--- config.mk ---
export PLATFORM = sky130hd
export DESIGN_NAME = hltp_hash
export DESIGN_NICKNAME = d
export VERILOG_FILES = /design/src/rtl/hltp_pkg.sv /design/src/rtl/hltp_hash.sv
export SDC_FILE = /design/constraint.sdc
export NUM_CORES = 1
export LEC_CHECK = 0
export ABC_AREA = 1
export BUFFER_PORTS_ARGS = -buffer_cell sky130_fd_sc_hd__buf_2
export CORE_ASPECT_RATIO = 1.5
export CORE_MARGIN = 10
export CORE_UTILIZATION = 40
export DETAILED_ROUTE_END_ITERATION = 16
export GPL_TIMING_DRIVEN = 0
export PLACE_DENSITY_LB_ADDON = 0.12
export SLEW_MARGIN = 20
export SYNTH_ARGS = -nofsm -noshare
export SYNTH_HDL_FRONTEND = slang
export SYNTH_SLANG_ARGS = --single-unit
--- constraint.sdc ---
create_clock -name i_clk -period 6.2 [get_ports i_clk]
set_clock_uncertainty 0.2 [all_clocks]
set_input_delay 1.24 -clock i_clk [delete_from_list [all_inputs] [get_ports i_clk]]
set_output_delay 1.24 -clock i_clk [all_outputs]
set_load 0.02 [all_outputs]
--- src/rtl/hltp_pkg.sv ---
// ----------------------------------------------------------------------------
// hltp_pkg: shared types and constants for the linear probing hash table
// slot count, probe limit, request and status codes, hash function
// ----------------------------------------------------------------------------
package hltp_pkg;

    localparam int CAPACITY    = 256;
    localparam int SLOT_BITS   = $clog2(CAPACITY);
    localparam int COUNT_BITS  = SLOT_BITS + 1;
    localparam int PROBE_LIMIT = CAPACITY / 2;
    localparam int KEY_BITS    = 32;
    localparam int VALUE_BITS  = 32;
    localparam logic [31:0] HASH_MUL = 32'h045d_9f3b;

    typedef logic [SLOT_BITS-1:0]  t_slot;
    typedef logic [COUNT_BITS-1:0] t_count;
    typedef logic [KEY_BITS-1:0]   t_key;
    typedef logic [VALUE_BITS-1:0] t_value;

    typedef enum logic [1:0] {
        REQ_FIND   = 2'd0,
        REQ_INSERT = 2'd1,
        REQ_REMOVE = 2'd2,
        REQ_NONE   = 2'd3
    } t_req;

    typedef enum logic [2:0] {
        ST_OK        = 3'd0,
        ST_NOT_FOUND = 3'd1,
        ST_PRESENT   = 3'd2,
        ST_FULL      = 3'd3,
        ST_INVALID   = 3'd4
    } t_status;

    // slot memory write port
    typedef struct packed {
        logic   en;
        t_slot  addr;
        t_key   key;
        t_value value;
    } t_slot_wr;

    function automatic logic [31:0] fold16(input logic [31:0] x);
        fold16 = x ^ {16'd0, x[31:16]};
    endfunction

endpackage

--- src/rtl/hltp_hash.sv ---
// ----------------------------------------------------------------------------
// hltp_hash: pipelined home slot hash
// two xor-shift-multiply rounds, one register after each multiply
// ----------------------------------------------------------------------------
module hltp_hash (
    input  logic                 i_clk,
    input  logic                 i_rst_n,
    input  logic                 i_start,
    input  hltp_pkg::t_key       i_key,
    output logic                 o_done,
    output hltp_pkg::t_slot      o_slot
);
    logic [31:0] r_h1, r_h2;
    logic [1:0]  r_vld;

    always_ff @(posedge i_clk) begin
        if (!i_rst_n) begin
            r_vld <= '0;
        end else begin
            r_vld <= {r_vld[0], i_start};
        end
    end

    always_ff @(posedge i_clk) begin
        r_h1 <= hltp_pkg::fold16(i_key) * hltp_pkg::HASH_MUL;
        r_h2 <= hltp_pkg::fold16(r_h1) * hltp_pkg::HASH_MUL;
    end

    logic [31:0] w_fin;
    assign w_fin  = hltp_pkg::fold16(r_h2);
    assign o_slot = w_fin[hltp_pkg::SLOT_BITS-1:0];
    assign o_done = r_vld[1];
endmodule

---- Yosys cells after proc, flatten, opt, wreduce, memory -nomap -nowiden ----
Index checks and enable logic that the tools add are counted.
cells by class
  $mul .................................... 2
  bitwise gates (word level) .............. 3
operator list
  operator                  number
  $xor A32 B16 Y32          2
  $mul A32 B27 Y24 const B  1
  $mul A32 B27 Y32 const B  1
  $xor A8 B8 Y8             1
storage, ports and cells
  register bits ........................... 58
  bits of input ports ..................... 35
  output and inout port bits .............. 9
  word-level logic and storage cells ...... 8

---- Depth between registers and ports, before layout ----
Gate-level depths: netlist of the first run.
  depth after elaboration ................. 2
  gate-level depth with buffers ........... 33
  depth with buffers taken out ............ 33

---- Least setup slack after synthesis of the first run ----
OpenSTA, ideal clock, no wires.
  path type ............................... input -> register
  from .................................... input port i_key[4]
  to ...................................... register r_h1[27]
  library setup time ...................... 0.112 ns
  arrival ................................. 6.507 ns
  required time ........................... 5.888 ns
  path slack .............................. -0.620 ns
  stages .................................. 26
  buffers on the path ..................... 0
  path through ............................ xor2_1 -> ha_1 -> ha_1 -> a21oi_1 -> inv_1 -> ha_1 -> inv_1 -> fa_1 -> fa_1 -> inv_1 -> fa_1 -> fa_1 -> inv_1 -> fa_1 -> inv_1 -> ha_1 -> a21oi_1 -> o21ai_0 -> a21oi_1 -> o21ai_1 -> a21oi_1 -> inv_1 -> nand2_1 -> nand2_1 -> nand2_1 -> nand2_1
between the ends
  longest elaborated chain between the ends .. 2
RTL lines
  element               line             source
  from (decl)           hltp_hash.sv:9   input hltp_pkg::t_key i_key,
  $xor A32 B16 Y32      hltp_pkg.sv:44   fold16 = x ^ {16'd0, x[31:16]};
  $mul A32 B27 Y32      hltp_hash.sv:25  r_h1 <= hltp_pkg::fold16(i_key) * hltp_pkg::HASH_MUL;
  to (signal assigned)  hltp_hash.sv:25
  to (decl)             hltp_hash.sv:13  logic [31:0] r_h1, r_h2;
No other way between the ends.
A chain may end at the register's enable or synchronous reset.

---- Worst setup path after layout of the first run ----
  from .................................... input port i_key[10]
  to ...................................... register r_h1[25]
The elaborated chain is that of the path after synthesis.

==> flow_summary.ini, run 1 <==
[drt]
vias = 12810
vias_per_cell = 4.61
drt_first_pass_iters = 5
totalWireLength_um = 51200
final_antenna_net_count = 0
wl_per_cell_um = 18.4
drc_errors = 0
drt_iter0_drc = 357

[sta]
timing.setup.tns_ns = -2.38
worst_slew_pin_slew_ns = 0.624
setup_ws_ns = -0.323
slew_violations = 0
finalCriticalPeriod_ns = 6.52
setup_violations = 12
period_share = 1.05
fmax_mhz = 153
relSlewSlack = 0.582
rsz0062_at_grt = yes
holdWs_ns = 0.222
hold_violations = 0

[global_routing]
grt_max_degree = 16
antenna_found_initial = 0
grt_use_total = 0.204
grt_pass1_wl_um = 79300
grt_pass1_vias = 14340
grt_overflow = 0

[setup_path]
crit_path_end_kind = flip-flop
crit_fanout = 7
max_stage_delay_ns = 0.54
crit_buf_inv = 8
cp_top_family = adder cells
worst_path_most_repeated_cell = inv_2
path_cells = buf_8 -> xor2_4 -> buf_12 -> buf_6 -> ha_4 -> xnor2_4 -> ha_4 -> fa_1 -> inv_2 -> fa_2 -> inv_2 -> fa_2 -> fa_1 -> inv_2 -> fa_1 -> inv_2 -> ha_4 -> nand2_8 -> nor4_4 -> nand3_2 -> nand3_4 -> buf_4 -> xor2_2
slowest_stage = fa_1
rr_worst_depth = 21
cp.required_ns = 6.24
worstPathArrival_ns = 6.56
start_kind = input port
worst-path-stages = 23
worstSetupPathType = in2reg

[clock_tree]
clk_pin_slew_ns = 0.07
h-tree-depth = 2
cts_buffer_depth = 2
cts_tree = built
cts_made_buffers = 5
cts_sinks = 50
clock_latency_ns = 0.31
cts_root_buf = clkbuf_16

[placed_design]
gp_congestion = 0.954
placed_cell_area_um2 = 18500
portBuffers = 43
dp_hpwl_um = 46100

[logic_synthesis]
synthesis.nets = 2683
ys.warnings.count = 0
synth_edf_count = 0
syn_area_um2 = 17000
async_reset_ff_frac = 0
syn_inst = 2057
synth_area_per_cell_um2 = 8.25
synth_ff_type = dfxtp_1
yosysSeqAreaShare = 0.0590
ys_ff_latch = 50
synth_cell_type_count = 32

[floorplanning]
fp.dieH_um = 272
core_area_um2 = 42000
fp.dieW_um = 188
rows = 92
start_util = 0.404
io_pins = 44
fp.dieArea_um2 = 51200

[worst_hold_path]
min_path_type = reg2reg
holdPathStages = 2

[job]
max_cap_viol_count = 0

[finish]
area_growth_pct = 24.0
fin_util = 0.501
stdcell_area_um2 = 21000
nets = 2841
num_antenna_cells = 0
drive_above_1_share = 0.209

[outcome]
violations = setup timing
status = complete, but fails checks
metrics by stage:
step | cells | setup WS (ns)
6_report | 2780 | -0.323
2_1_floorplan | 2057 | -0.108
3_5_place_dp | 2664 | -1.10
5_1_grt | 2780 | -0.465
3_3_place_gp | 2664 | -1.06
4_1_cts | 2726 | -0.333
flip-flops by register name, summed over array words and instances (netlist names):
name and cells:
r_h1 32, r_h2 16, r_vld 2
cells in the final DEF (no fill, tap or decap), types with 11 or more instances in the layout:
master | netlist | routed
a21oi_1 | 57 | 25
a21oi_2 | 0 | 21
a21oi_4 | 0 | 11
buf_12 | 0 | 12
buf_2 | 0 | 26
buf_4 | 0 | 94
buf_6 | 0 | 13
dfxtp_1 | 50 | 37
dfxtp_2 | 0 | 12
fa_1 | 315 | 287
fa_2 | 0 | 28
ha_1 | 276 | 227
ha_4 | 0 | 42
inv_1 | 759 | 711
inv_2 | 1 | 37
nand2_1 | 306 | 268
nand2_2 | 4 | 26
nand3_1 | 46 | 39
nor2_1 | 59 | 39
nor2_4 | 0 | 13
o21ai_0 | 22 | 12
xnor2_1 | 37 | 23
xor2_1 | 67 | 53
xor2_4 | 0 | 11
routing by layer:
metal	vias up	GRT usage	part of all wire
met5	-	0	0
met4	0	0.169	0.098
met3	135	0.00998	0.011
met2	203	0.414	0.57
met1	6246	0.178	0.32
li1	6226	-	-
final cells by class:
class,instances,area [µm²]
Fill cell,4015,21000
Multi-Input combinational cell,1247,14900
Tap cell,564,706
Sequential cell,50,1020
Clock inverter,2,37.5
Clock buffer,6,129
Timing Repair Buffer,151,1310
Inverter,760,2900
worst paths after layout:
kind                            slack (ns)       end      start
worst max-delay path                 -0.32  r_h1[25]  i_key[10]
worst min-delay path                  0.22  r_vld[1]   r_vld[0]
worst max register to register       -0.04  r_h2[23]   r_h1[18]
worst min register to register        0.22  r_vld[1]   r_vld[0]
worst register-to-register path: cells and delay by family, from the launching register on:
family / cells / cell delay (ns)
DFF: 1 / 0.45
adders and majority gates: 8 / 3.93
and+or+nand+nor: 8 / 1.16
buffers and inverters: 5 / 0.40
logic make-up after synthesis:
| family | after synthesis | share of synthesized area |
|---|---|---|
| simple gates | 443 | 0.106 |
| compound gates | 107 | 0.0357 |
| xor+xnor | 106 | 0.0556 |
| buf+inv | 760 | 0.168 |
| fa+ha+maj | 591 | 0.575 |
| flops | 50 | 0.0590 |
synth_stat cells, types with 2 or more instances:
cell type / instances / area share
or2_2: 8 / 0.0030
xor2_1: 67 / 0.035
nor2_2: 2 / 0.00074
dfxtp_1: 50 / 0.059
xnor2_1: 37 / 0.019
nand3_1: 46 / 0.014
a21o_1: 9 / 0.0040
nand2_2: 4 / 0.0015
fa_1: 315 / 0.37
nor2_1: 59 / 0.013
a31oi_1: 4 / 0.0015
nor4_1: 3 / 0.0011
nand3b_1: 3 / 0.0013
nand2_1: 306 / 0.068
o21ai_0: 22 / 0.0065
o21bai_1: 4 / 0.0018
a21oi_1: 57 / 0.017
inv_1: 759 / 0.17
ha_1: 276 / 0.20
o31ai_1: 2 / 0.00089
nor3_1: 6 / 0.0018
a31o_2: 4 / 0.0021
nand4_1: 5 / 0.0018
timing repair:
action                     CTS  global route
setup endpoints to repair   28            26
gates cloned                 0             0
resized for setup          194           136
hold buffers                 0             0
buffers inserted            55            54
pin swaps                   67           105
Power of run 1 is left out: the tool's default activity adds up to more than one toggle a clock period on the data nets, which glitch-free logic cannot reach.
==> inputs of run 2 (changes only) <==
Settings changed: CORE_ASPECT_RATIO 1.5 to default.
==> run 2 against run 1 <==
  * The flow still finishes with violations (setup timing)
  * First-iteration DRC count is 28% higher
  * Fmax is 1.1% higher
  * Worst hold slack better by 0.0088 ns
  * Highest routed layer unchanged
  * Largest cell class unchanged
==> flow_summary.ini, run 2 (synthesis gave the netlist of run 1 again) <==
[outcome]
status = complete, but fails checks
violations = setup timing

[global_routing]
grt_overflow = 0
grt_pass1_wl_um = 76200
antenna_found_initial = 1
grt_pass1_vias = 13866
grt_max_degree = 15
gr-usage-met1 = 0.235
grt_use_met3 = 0.00882
grt_use_total = 0.196
grtUsageMet2 = 0.371
grt_most_used_layer = met2

[sta]
relSlewSlack = 0.635
hold_violations = 0
setup_violations = 13
finalCriticalPeriod_ns = 6.45
period_share = 1.04
fmax_mhz = 155
rsz0062_at_grt = yes
setup_ws_ns = -0.253
slew_violations = 0
worst_slew_pin_slew_ns = 0.547
timing.setup.tns_ns = -2.02
holdWs_ns = 0.231

[drt]
drt_iter0_drc = 456
vias_per_cell = 4.63
drc_errors = 0
wl_per_cell_um = 17.6
vias = 12818
totalWireLength_um = 48600
drt_first_pass_iters = 5
final_antenna_net_count = 0

[clock_tree]
cts_tree = built
cts_made_buffers = 5
clock_latency_ns = 0.32
cts_sinks = 50
cts_root_buf = clkbuf_16
clk_pin_slew_ns = 0.07
ctsHoldBuffers = 0
h-tree-depth = 2
cts_buffer_depth = 2

[floorplanning]
start_util = 0.404
core_area_um2 = 41900
fp.dieArea_um2 = 51000
io_pins = 44
fp.dieW_um = 226
fp.dieH_um = 226
rows = 75

[placed_design]
dp_hpwl_um = 42400
gp_congestion = 0.903
portBuffers = 43

[setup_path]
crit_path_end_kind = flip-flop
worstPathArrival_ns = 6.48
worstSetupPathType = in2reg
rr_worst_depth = 22
r2r_end = r_h2[23]
startpoint = i_key[8]
reg2reg_slack_ns = 0.20
start_kind = input port
cp.required_ns = 6.23
crit_fanout = 4
r2r_start = r_h1[18]

[finish]
nets = 2856
largest_reg_flops = 32
drive_above_1_share = 0.226
num_antenna_cells = 0
layout_commonest_cell = inv_1
reg_top3 = r_h1 (32), r_h2 (16), r_vld (2)
area_growth_pct = 26.2
top_register = r_h1
final_cell_mix = 700 x inv_1, 289 x fa_1, 267 x nand2_1
fill_cells = 4004

[worst_hold_path]
hold_start = r_vld[0]
holdPathStages = 2
worstHoldEndpoint = r_vld[1]
min_path_type = reg2reg

[job]
max_cap_viol_count = 0
==> run 2: worst max path at each step <==
| stage | end | slack [ns] | cells past startpoint |
|---|---|---|---|
| 2_1_floorplan | r_h1[29] | -0.11 | 22 |
| 3_3_place_gp | r_h1[30] | -1.24 | 22 |
| 3_5_place_dp | r_h1[30] | -1.24 | 22 |
| 4_1_cts | r_h1[29] | -0.27 | 23 |
| 5_1_grt | r_h1[30] | -0.38 | 24 |
| 6_report | r_h1[29] | -0.25 | 23 |
==> run 2: critical path, cell delays in order <==
cell	delay [ns]
buf_8	0.10
xor2_4	0.17
buf_12	0.14
buf_8	0.14
ha_4	0.26
inv_2	0.05
fa_1	0.47
inv_1	0.05
fa_1	0.48
fa_2	0.58
fa_1	0.43
fa_1	0.49
inv_1	0.05
fa_1	0.49
inv_2	0.05
ha_4	0.30
nand2_4	0.08
nor4_4	0.30
nand3_1	0.14
nand3_2	0.16
nand2_2	0.06
nand2_2	0.07
xor2_2	0.19
==> run 2: area by class of cell <==
| cell class | count | area [µm²] | share of cell area |
|---|---|---|---|
| Sequential cell | 50 | 1020 | 0.0477 |
| Inverter | 760 | 2900 | 0.135 |
| Multi-Input combinational cell | 1247 | 15200 | 0.711 |
| Clock inverter | 1 | 7.51 | 0.000351 |
| Tap cell | 539 | 674 | 0.0315 |
| Timing Repair Buffer | 166 | 1460 | 0.0681 |
| Clock buffer | 6 | 129 | 0.00602 |
==> run 2: per-layer routing <==
metal	share of wire	routed length (µm)
met1	0.42	20400
met2	0.53	25700
met3	0.020	994
met4	0.032	1560
met5	0	0
==> run 2: what timing repair did <==
| action | 4_1_cts | 5_1_grt |
|---|---|---|
| gates cloned | 0 | 0 |
| pin swaps | 88 | 129 |
| resized for setup | 220 | 173 |
| setup buffers | 69 | 59 |
| setup endpoints to repair | 26 | 24 |
==> run 2: through the flow <==
stage,area (µm²),setup WS (ns),util,cells
after floorplan,17600,-0.108,-,2057
after global placement,18500,-1.24,0.441,2639
after detailed placement,18500,-1.24,0.441,2639
after CTS,20300,-0.272,0.483,2714
after global routing,21400,-0.380,0.510,2769
final,21400,-0.253,0.510,2769
Power of run 2 is left out for the same reason.
