$ cat config.mk
export PLATFORM = sky130hd
export DESIGN_NAME = hltp_mover
export DESIGN_NICKNAME = d
export VERILOG_FILES = /design/src/rtl/hltp_pkg.sv /design/src/rtl/hltp_mover.sv
export SDC_FILE = /design/constraint.sdc
export NUM_CORES = 1
export LEC_CHECK = 0
export BUFFER_PORTS_ARGS = -buffer_cell sky130_fd_sc_hd__buf_2
export CORE_AREA = 2 2 61 63
export DETAILED_ROUTE_END_ITERATION = 8
export DIE_AREA = 0 0 63 65
export PLACE_DENSITY = 0.75
export SYNTH_ARGS = -nofsm -noshare
export SYNTH_HDL_FRONTEND = slang
export SYNTH_SLANG_ARGS = --single-unit
$ cat constraint.sdc
create_clock -name i_clk -period 1.5 [get_ports i_clk]
set_input_delay 0.15 -clock i_clk [delete_from_list [all_inputs] [get_ports i_clk]]
set_output_delay 0.15 -clock i_clk [all_outputs]
set_load 0.05 [all_outputs]
$ cat src/rtl/hltp_pkg.sv
// ----------------------------------------------------------------------------
// hltp_pkg: shared types and constants for the linear probing hash table
// slot count, probe limit, request and status codes, hash function
// ----------------------------------------------------------------------------
package hltp_pkg;

    localparam int CAPACITY    = 256;
    localparam int SLOT_BITS   = $clog2(CAPACITY);
    localparam int COUNT_BITS  = SLOT_BITS + 1;
    localparam int PROBE_LIMIT = CAPACITY / 2;
    localparam int KEY_BITS    = 32;
    localparam int VALUE_BITS  = 32;
    localparam logic [31:0] HASH_MUL = 32'h045d_9f3b;

    typedef logic [SLOT_BITS-1:0]  t_slot;
    typedef logic [COUNT_BITS-1:0] t_count;
    typedef logic [KEY_BITS-1:0]   t_key;
    typedef logic [VALUE_BITS-1:0] t_value;

    typedef enum logic [1:0] {
        REQ_FIND   = 2'd0,
        REQ_INSERT = 2'd1,
        REQ_REMOVE = 2'd2,
        REQ_NONE   = 2'd3
    } t_req;

    typedef enum logic [2:0] {
        ST_OK        = 3'd0,
        ST_NOT_FOUND = 3'd1,
        ST_PRESENT   = 3'd2,
        ST_FULL      = 3'd3,
        ST_INVALID   = 3'd4
    } t_status;

    // slot memory write port
    typedef struct packed {
        logic   en;
        t_slot  addr;
        t_key   key;
        t_value value;
    } t_slot_wr;

    function automatic logic [31:0] fold16(input logic [31:0] x);
        fold16 = x ^ {16'd0, x[31:16]};
    endfunction

endpackage

$ cat src/rtl/hltp_mover.sv
// ----------------------------------------------------------------------------
// hltp_mover: write merge for backward shift
// a move writes the hole, then clears the source slot on the next cycle
// ----------------------------------------------------------------------------
module hltp_mover (
    input  logic                 i_clk,
    input  logic                 i_rst_n,
    input  hltp_pkg::t_slot_wr   i_wr,
    input  hltp_pkg::t_slot      i_src,
    input  logic                 i_move,
    output hltp_pkg::t_slot_wr   o_wr
);
    logic            r_clr;
    hltp_pkg::t_slot r_src;

    always_ff @(posedge i_clk) begin
        if (!i_rst_n) r_clr <= 1'b0;
        else          r_clr <= i_move;
        r_src <= i_src;
    end

    // controller never writes in the cycle after a move
    always_comb begin
        o_wr = i_wr;
        if (r_clr) o_wr = '{en: 1'b1, addr: r_src, key: '0, value: '0};
    end
endmodule

=== Yosys cells after proc, flatten, opt, wreduce, memory -nomap -nowiden ===
Cells that the tools add are included.

* Flip-flop bits (word level): 9
* Input bits: 84
* Output and inout bits: 73

* Multiplexer cells: 1

{| class="wikitable"
|+ Operator list
! cell !! number
|-
| $mux W73 || 1
|}

=== Longest topological paths before layout ===
Gate-level depths: netlist of run 1.

* Word-level depth: 1
* Depth in mapped cells: 3
* Gate-level depth less buffers: 1

=== Worst setup path after synthesis of run 1 ===
No wires, ideal clock.

* Path type: register -> output
* From: reg r_clr
* To: out o_wr[10] in the netlist's numbering
* Arrival: 1.280 ns
* Required time: 1.350 ns
* Slack: 0.070 ns
* Stages on the path, launching flop included: 4
* Path buffers: 2
* Cells stage by stage: dfxtp_1 > buf_6 > buf_2 > nor2b_1

{| class="wikitable"
|+ RTL lines
! item !! RTL line !! text
|-
| from (decl) || hltp_mover.sv:13 || <nowiki>logic r_clr;</nowiki>
|-
| from (signal assigned) || hltp_mover.sv:18 || <nowiki>else r_clr <= i_move;</nowiki>
|-
| to (decl) || hltp_mover.sv:11 || <nowiki>output hltp_pkg::t_slot_wr o_wr</nowiki>
|}

==> tab_implementation.tex, run 1 <==
\begin{tabular}{lr}
\hline
Metric & Value \\
\hline
\multicolumn{2}{l}{\textbf{Synthesis}} \\
Share of the yosys chip area belonging to registers & 23.65\% \\
Synthesized area per cell & 8.373 sq um \\
Post-synthesis instance total & 91 \\
Total number of yosys warnings & 0 \\
Post-synth top area share & 50.08\% \\
Cell type with the highest aggregate area in the netlist & nor2b\_1 \\
Cell Area, Synth & 762.0 sq um \\
Net count after synthesis & 175 \\
Number of different library cells in the post-synthesis netlist & 10 \\
Synth top area cells & nor2b\_1 50\%, dfxtp\_1 24\%, mux2\_4 9.9\%, mux2\_2 4.4\%, buf\_2 3.9\% \\
Register bit total from synthesis & 9 \\
\multicolumn{2}{l}{\textbf{Final layout}} \\
Final net count & 340 \\
Number of filler cells placed in the layout & 347 \\
Share of cells above drive strength 1 & 67.84\% \\
Diode insertion count for antenna repair & 0 \\
Post-Layout Inst Area & 0.001815 sq mm \\
Synth-to-Final Area Change & 138.3\% \\
\multicolumn{2}{l}{\textbf{Timing}} \\
Final-report hold violation count & 0 \\
Final slew viol count & 0 \\
Achievable clock frequency & 692.2 MHz \\
Setup repair after global routing missed its margin & no \\
Total negative setup slack & 0 ps \\
Share of the clock period used by the worst path after layout & 96.32\% \\
Headroom to the max-slew limit & 82.89\% \\
Transition time at the pin with the least slew margin & 258.4 ps \\
Final critical path time including I/O delays and setup & 1445 ps \\
Finish-stage setup viols & 0 \\
\multicolumn{2}{l}{\textbf{Drt}} \\
First-pass detailed-route iteration total & 4 \\
Average wire per standard cell & 10.94 um \\
Via density per instance & 3.832 \\
Count of routing violations after the opening detailed-route iteration & 13 \\
Via count & 1161 \\
Detailed Route WL & 3.316 mm \\
Remaining number of nets flagged by the antenna check after routing & 0 \\
Count of unresolved DRC violations after routing & 0 \\
\multicolumn{2}{l}{\textbf{Clock tree}} \\
Root cell of the clock tree & clkbuf\_4 \\
CTS H-tree lvls & 1 \\
Number of sinks on the clock net & 9 \\
Clock buffer depth & 2 \\
Clock tree from TritonCTS & yes \\
Clk slew on worst S/H paths & 50 ps \\
Cts bufs inserted & 3 \\
\multicolumn{2}{l}{\textbf{Worst setup path}} \\
Type of the worst setup path & register to output port \\
Data arrival time of the critical path & 1290 ps \\
Setup crit start kind & register \\
Endpoint required time on the critical path & 1350 ps \\
Highest fanout seen on the critical path & 18 \\
Crit end category & output port \\
\multicolumn{2}{l}{\textbf{GRT}} \\
Via count of the first global-routing pass & 1114 \\
Antenna violations before repair & 0 \\
Global Route Usage Sum & 14.46\% \\
Maximum number of pins on one net before global-route repair & 20 \\
Global-route wire length before repair & 4.802 mm \\
Overall overflow remaining after global route & 0 \\
\multicolumn{2}{l}{\textbf{Floorplan}} \\
Core box area & 0.003496 sq mm \\
Starting density of the core & 21.80\% \\
Floorplan die area & 0.004095 sq mm \\
Site Rows & 22 \\
DIE HEIGHT & 65 um \\
IO Count & 157 \\
Width of the die & 63 um \\
\multicolumn{2}{l}{\textbf{Placed design}} \\
Weighted congestion reported at the end of routability-driven placement & 0.7232 \\
Buffers on Ports & 156 \\
Post-place instance area & 0.001588 sq mm \\
\multicolumn{2}{l}{\textbf{Job}} \\
Max-Cap Viols & 0 \\
\multicolumn{2}{l}{\textbf{Min path}} \\
Path class of the lowest-slack min-delay path & input port to register \\
Hold path startpoint & i\_src[1] \\
Hold-critical path depth & 1 \\
Endpoint with the worst hold slack & r\_src[1] \\
\multicolumn{2}{l}{\textbf{Power and ir drop}} \\
Worst IR Drop VDD & 0.5789 mV \\
Standby leakage power & 0.001050 uW \\
Power density over the cells & 734.7 mW/mm\^{}2 \\
\multicolumn{2}{l}{\textbf{Status}} \\
Result of the run & finished, final reports clean \\
\hline
\end{tabular}
[power by group]
part | leakage, uW | switching (uW) | internal (uW)
Combinational | 0.000959 | 603 | 299
Sequential | 0.0000764 | 6.95 | 252
Clock | 0.0000150 | 71.8 | 102
Total | 0.00105 | 682 | 652
[metrics by stage]
step | utilization [%] | total power [uW] | hold slack [ps] | setup slack [ps] | cells
global route | 51.93 | 1399 | 0.01976 | 1.023 | 303
floorplan | - | 874.1 | 177.7 | 69.65 | 91
finish | 51.93 | 1334 | 6.640 | 55.24 | 303
CTS | 50.32 | 1320 | 0.7041 | 3.487 | 302
global placement | 45.42 | 1096 | 253.3 | 252.4 | 289
detailed placement | 45.42 | 1102 | 254.0 | 242.1 | 289
[critical path, stage by stage (launching register included)]
cell	delay, ps
dfxtp_4	390
buf_12	160
mux2_4	300
buf_4	190
[cell usage in the layout, fill, tap and decap left out, types with 2 or more instances in the layout]
cell / instances
buf_12: 3
clkbuf_4: 11
mux2_4: 5
mux2_2: 3
bufbuf_16: 2
dfxtp_1: 8
dlygate4sd3_1: 7
buf_2: 140
buf_4: 7
and2b_1: 3
nor2b_1: 61
[flip-flops by register name, indices dropped and copies added, names as in the netlist]
name   flops
r_clr      1
r_src      8
[cell families after synthesis]
| family | after synthesis | synth area share [%] |
|---|---|---|
| buffers and inverters | 8 | 7.389 |
| multiplexers | 8 | 14.29 |
| flip-flops | 9 | 23.64 |
| AND/OR/NAND/NOR | 66 | 54.68 |
[metal layers]
metal  share of wire (%)  GRT usage [%]  up-vias
met2                  55          28.99       67
li1                    -              -      602
met1                  35          14.62      490
met3                 9.2          3.646        2
met4                0.18          3.889        0
met5                   0              0        -
[worst max-delay path by stage]
stage / slack [ps] / cells after the start / end / from
2_1_floorplan: 70 / 3 / o_wr[10] / r_clr
4_1_cts: 3 / 3 / o_wr[70] / r_clr
6_report: 60 / 3 / o_wr[65] / r_clr
5_1_grt: 1 / 4 / o_wr[54] / r_clr
3_5_place_dp: 240 / 3 / o_wr[70] / r_clr
3_3_place_gp: 250 / 3 / o_wr[70] / r_clr
[final cells by class]
cell class | instances | area [sq um] | share of cell area (%)
tap | 48 | 60.06 | 3.308
multi-input combinational | 74 | 525.5 | 28.95
clock buffer | 4 | 26.28 | 1.447
timing repair buffer | 168 | 1020 | 56.17
sequential | 9 | 183.9 | 10.13
[cells in the mapped netlist, drive strengths merged]
| cell | count |
|---|---|
| and2 | 1 |
| buf | 8 |
| and2b | 3 |
| mux2 | 8 |
| or2 | 1 |
| nor2b | 61 |
| dfxtp | 9 |
[repair_timing]
item | in CTS | in global routing
setup endpoints to repair | 8 | 15
gates cloned | 2 | 0
pin swaps | 0 | 0
hold buffers | 7 | 0
buffers inserted | 0 | 1
endpoints found under the hold margin | 7 | 0
gates resized for setup | 4 | 19
(Power assumes the default switching activity.)
==> run 2, diff against run 1 <==
Settings changed: CORE_AREA 2 2 61 63 to 2 2 60 62, CTS_BUF_LIST set to sky130_fd_sc_hd__clkbuf_4, DIE_AREA 0 0 63 65 to 0 0 62 64, PLACE_DENSITY 0.75 to 0.77.
==> run 2 against run 1 <==
Maximum frequency decreased by 0.18%. Sequential cell count unchanged. Wire length fell by 12%. Cell count decreased by 0.99%. Largest power group unchanged. Global-route usage down 1.3 points. Non-clock buffer count is 1 lower. Clock power increased by 11%. Power down 2.4%. Largest cell class unchanged. Combinational power fell by 6.0%. Count of clock-buffer cells in the layout down 1. Via count shrank 0.17%.
==> tab_implementation.tex, run 2 (synthesis gave the netlist of run 1 again) <==
\begin{tabular}{lr}
\hline
Metric & Value \\
\hline
\multicolumn{2}{l}{\textbf{Status}} \\
Result of the run & finished, final reports clean \\
\multicolumn{2}{l}{\textbf{Timing}} \\
Final slew viol count & 0 \\
Finish-stage setup viols & 0 \\
Post-layout worst setup margin & 52.56 ps \\
Setup repair after global routing missed its margin & yes \\
Final-report hold violation count & 0 \\
Final critical path time including I/O delays and setup & 1447 ps \\
Share of the clock period used by the worst path after layout & 96.50\% \\
Headroom to the max-slew limit & 82.60\% \\
Achievable clock frequency & 690.9 MHz \\
Transition time at the pin with the least slew margin & 262.8 ps \\
\multicolumn{2}{l}{\textbf{Final layout}} \\
Number of filler cells placed in the layout & 318 \\
Biggest register & r\_src \\
Diode insertion count for antenna repair & 0 \\
Share of cells above drive strength 1 & 67.72\% \\
Number of flip-flops under the largest register name & 8 \\
Top library cells by usage in the layout, fill and taps aside & 148 x buf\_2, 61 x nor2b\_1, 10 x clkbuf\_4, 8 x dlygate4sd3\_1, 8 x dfxtp\_1 \\
Util after Layout & 52.04\% \\
Largest regs & r\_src (8), r\_clr (1) \\
Final net count & 339 \\
Commonest non-fill, non-tap cell in the layout & buf\_2 \\
Synth-to-Final Area Change & 124.3\% \\
\multicolumn{2}{l}{\textbf{Drt}} \\
Via density per instance & 3.863 \\
Count of routing violations after the opening detailed-route iteration & 24 \\
Average wire per standard cell & 9.733 um \\
Remaining number of nets flagged by the antenna check after routing & 0 \\
Count of unresolved DRC violations after routing & 0 \\
Via count & 1159 \\
Detailed Route WL & 2.920 mm \\
First-pass detailed-route iteration total & 3 \\
\multicolumn{2}{l}{\textbf{Floorplan}} \\
Width of the die & 62 um \\
Starting density of the core & 23.20\% \\
Site Rows & 21 \\
DIE HEIGHT & 64 um \\
Core box area & 0.003284 sq mm \\
IO Count & 157 \\
Floorplan die area & 0.003968 sq mm \\
\multicolumn{2}{l}{\textbf{Worst setup path}} \\
Highest fanout seen on the critical path & 15 \\
Buffering stage count on the worst path with inverters included & 1 \\
Crit end category & output port \\
Crit path largest cell delay & 470 ps \\
Crit path max-delay cell type & dfxtp\_4 \\
Endpoint required time on the critical path & 1350 ps \\
Data arrival time of the critical path & 1300 ps \\
Dominant delay contributor by cell family on the critical path & flip-flops \\
Type of the worst setup path & register to output port \\
Chain of cells forming the critical path & mux2\_2 -> buf\_2 \\
Setup crit start kind & register \\
\multicolumn{2}{l}{\textbf{Clock tree}} \\
Cts bufs inserted & 3 \\
Number of sinks on the clock net & 9 \\
Clk slew on worst S/H paths & 60 ps \\
Post-CTS Repair Setup Buffers & 0 \\
Clock buffer depth & 2 \\
CTS H-tree lvls & 1 \\
Clock tree from TritonCTS & yes \\
Root cell of the clock tree & clkbuf\_4 \\
\multicolumn{2}{l}{\textbf{GRT}} \\
Global-route wire length before repair & 4.057 mm \\
Maximum number of pins on one net before global-route repair & 30 \\
Overall overflow remaining after global route & 0 \\
Global Route Usage Sum & 13.19\% \\
Antenna violations before repair & 0 \\
Via count of the first global-routing pass & 1016 \\
\multicolumn{2}{l}{\textbf{Placed design}} \\
Detailed-placement wirelength estimate & 2.348 mm \\
Pre-CTS setup slack & 170.8 ps \\
Weighted congestion reported at the end of routability-driven placement & 0.7352 \\
Buffers on Ports & 156 \\
\multicolumn{2}{l}{\textbf{Job}} \\
Max-Cap Viols & 0 \\
\multicolumn{2}{l}{\textbf{Min path}} \\
Path class of the lowest-slack min-delay path & input port to register \\
\multicolumn{2}{l}{\textbf{Power and ir drop}} \\
Worst IR Drop VDD & 0.4838 mV \\
Standby leakage power & 0.001008 uW \\
Power density over the cells & 761.6 mW/mm\^{}2 \\
\hline
\end{tabular}
[run 2: path summary, 6_finish.rpt]
kind,endpoint,from,cells after the start
setup / recovery,o_wr[70],r_clr,2
hold / removal,r_clr,i_move,2
[run 2: layer usage]
metal  track usage [%]  routed length [um]  vias up
met4             5.585                  29        0
met3             2.227                 279        4
met5                 0                   0        -
li1                  -                   -      599
met2             25.39                1628       74
met1             12.85                 981      482
[run 2: layout make-up]
class	count	area [sq um]	area share (%)
repair buffers	167	914.6	53.51
flip-flops and latches	9	183.9	10.76
clock inverters	1	5.005	0.2928
multi-input cells	74	525.5	30.75
clock buffers	3	22.52	1.318
well taps	46	57.56	3.367
[run 2: repair_timing]
action / 4_1_cts / 5_1_grt
pin swaps: 0 / 0
endpoints found under the hold margin: 8 / 0
hold buffers: 8 / 0
resized for setup: 2 / 11
endpoints found under the setup margin: 59 / 34
[run 2: through the flow]
step           area (sq um)  setup TNS (ps)  total power, uW  instances  hold WS [ps]
2_1_floorplan         762.0               0            874.1         91         177.7
3_3_place_gp           1568               0             1088        288         252.4
3_5_place_dp           1568               0             1091        288         254.0
4_1_cts                1682               0             1303        300         77.53
5_1_grt                1709          -68.82             1375        300         98.48
6_report               1709               0             1302        300         86.90
[run 2: report_power, final]
| part | switching [uW] | internal [uW] | total [uW] |
|---|---|---|---|
| clock | 93.2 | 98.7 | 192 |
| combinational | 588 | 260 | 848 |
| sequential | 10.1 | 251 | 261 |
| total | 691 | 610 | 1300 |
==> run 3, diff against run 2 <==
Settings changed: REMOVE_ABC_BUFFERS set to 1.
==> run 3 against run 2 <==
Non-clock buffer count unchanged. Maximum frequency is 2.6% lower. Design area grew 3.9%. Via count is 1.0% higher. Cell count is the same. First-iteration DRC count is 29% lower. Count of clock-buffer cells in the layout increased by 1. Sequential power about the same.
==> tab_implementation.tex, run 3 (synthesis gave the netlist of run 1 again) <==
\begin{tabular}{lr}
\hline
Metric & Value \\
\hline
\multicolumn{2}{l}{\textbf{Drt}} \\
Remaining number of nets flagged by the antenna check after routing & 0 \\
Via density per instance & 3.903 \\
Average wire per standard cell & 10.89 um \\
First-pass detailed-route iteration total & 2 \\
Detailed Route WL & 3.267 mm \\
Count of unresolved DRC violations after routing & 0 \\
Via count & 1171 \\
Count of routing violations after the opening detailed-route iteration & 17 \\
\multicolumn{2}{l}{\textbf{Worst setup path}} \\
Data arrival time of the critical path & 1340 ps \\
Crit end category & output port \\
Dominant delay contributor by cell family on the critical path & flip-flops \\
Chain of cells forming the critical path & buf\_12 -> mux2\_4 -> buf\_2 \\
Critical Path Source & r\_clr \\
Crit path to & o\_wr[67] \\
Total number of cells along the worst setup path & 3 \\
Setup crit start kind & register \\
Highest fanout seen on the critical path & 19 \\
Crit path max-delay cell type & dfxtp\_4 \\
Crit path largest cell delay & 410 ps \\
Type of the worst setup path & register to output port \\
Buffering stage count on the worst path with inverters included & 2 \\
Endpoint required time on the critical path & 1350 ps \\
\multicolumn{2}{l}{\textbf{Clock tree}} \\
Post-CTS Repair Setup Buffers & 0 \\
Clock buffer depth & 2 \\
Number of sinks on the clock net & 9 \\
Cts bufs inserted & 3 \\
Clk slew on worst S/H paths & 60 ps \\
Root cell of the clock tree & clkbuf\_4 \\
Clock tree from TritonCTS & yes \\
CTS H-tree lvls & 1 \\
\multicolumn{2}{l}{\textbf{Floorplan}} \\
IO Count & 157 \\
Core box area & 0.003284 sq mm \\
Starting density of the core & 23.20\% \\
Site Rows & 21 \\
Width of the die & 62 um \\
Floorplan die area & 0.003968 sq mm \\
DIE HEIGHT & 64 um \\
\multicolumn{2}{l}{\textbf{GRT}} \\
Global Route Usage Sum & 13.49\% \\
Antenna violations before repair & 0 \\
Global-route wire length before repair & 4.174 mm \\
Maximum number of pins on one net before global-route repair & 34 \\
Overall overflow remaining after global route & 0 \\
Via count of the first global-routing pass & 1017 \\
\multicolumn{2}{l}{\textbf{Final layout}} \\
Number of flip-flops under the largest register name & 8 \\
Util after Layout & 54.06\% \\
Final std cells w/o fill & 300 \\
Number of filler cells placed in the layout & 313 \\
Synth-to-Final Area Change & 133.0\% \\
Top library cells by usage in the layout, fill and taps aside & 142 x buf\_2, 61 x nor2b\_1, 11 x clkbuf\_4, 8 x dlygate4sd3\_1, 8 x dfxtp\_1 \\
Commonest non-fill, non-tap cell in the layout & buf\_2 \\
Share of cells above drive strength 1 & 67.72\% \\
Largest regs & r\_src (8), r\_clr (1) \\
Area used by multi-input combinational logic & 525.5 sq um \\
Area occupied by registers & 183.9 sq um \\
Biggest register & r\_src \\
Diode insertion count for antenna repair & 0 \\
Final net count & 339 \\
\multicolumn{2}{l}{\textbf{Power and ir drop}} \\
Standby leakage power & 0.001032 uW \\
Power density over the cells & 755.7 mW/mm\^{}2 \\
Worst IR Drop VDD & 0.7382 mV \\
Overall Power & 1342 uW \\
\multicolumn{2}{l}{\textbf{Placed design}} \\
Buffers on Ports & 156 \\
\# placed instances & 287 \\
Detailed-placement wirelength estimate & 2.467 mm \\
Weighted congestion reported at the end of routability-driven placement & 0.6699 \\
\multicolumn{2}{l}{\textbf{Min path}} \\
Path class of the lowest-slack min-delay path & input port to register \\
Hold-critical path depth & 2 \\
\multicolumn{2}{l}{\textbf{Job}} \\
Max-Cap Viols & 0 \\
\multicolumn{2}{l}{\textbf{Timing}} \\
Transition time at the pin with the least slew margin & 261.6 ps \\
Final slew viol count & 0 \\
Headroom to the max-slew limit & 82.68\% \\
Finish-stage setup viols & 0 \\
Final-report hold violation count & 0 \\
Final critical path time including I/O delays and setup & 1487 ps \\
Setup repair after global routing missed its margin & yes \\
Worst hold slack & 119.9 ps \\
Achievable clock frequency & 672.6 MHz \\
Share of the clock period used by the worst path after layout & 99.12\% \\
\multicolumn{2}{l}{\textbf{Status}} \\
Result of the run & finished, final reports clean \\
\hline
\end{tabular}
==> run 3: cell types whose count changed in the layout (fill, tap and decap cells not counted), sizes merged <==
cell | before | now
buf | 152 | 151
bufbuf | 0 | 1
clkbuf | 10 | 11
clkinv | 1 | 0
==> run 3: worst min-delay path by stage <==
stage	from	end	slack (ps)
after global routing	i_move	r_clr	130
after detailed placement	i_src[4]	r_src[4]	250
after floorplan	i_src[0]	r_src[0]	180
final	i_move	r_clr	120
after global placement	i_src[1]	r_src[1]	250
after CTS	i_move	r_clr	130
==> run 3: power by group <==
group          switching (uW)  internal [uW]
sequential               7.09            251
clock                    77.3            120
combinational             602            284
total                     686            656
==> run 3: final cells by class <==
type | instances | share of cell area [%]
repair buffers | 167 | 55.11
multi-input cells | 74 | 29.60
flip-flops and latches | 9 | 10.36
well taps | 46 | 3.242
clock buffers | 4 | 1.691
==> run 3: through the flow <==
stage	TNS, ps	area, sq um	setup slack (ps)
after floorplan	-55150	705.7	-773.0
after global placement	0	1573	250.9
after detailed placement	0	1573	223.5
after CTS	0	1722	1.255
after global routing	-135.4	1775	-37.58
final	0	1775	13.23
==> run 3: timing repair <==
action,in CTS,in global routing
setup endpoints to repair,7,16
endpoints found under the hold margin,8,0
gates cloned,1,0
hold buffers,8,0
gates resized for setup,2,26
==> run 3: routing by layer <==
layer	wire length, um	global-route usage (%)	vias to the layer above
met5	0	0	-
met4	9	2.394	0
met3	348	1.619	2
met1	1088	12.82	492
met2	1821	28.39	78
li1	-	-	599
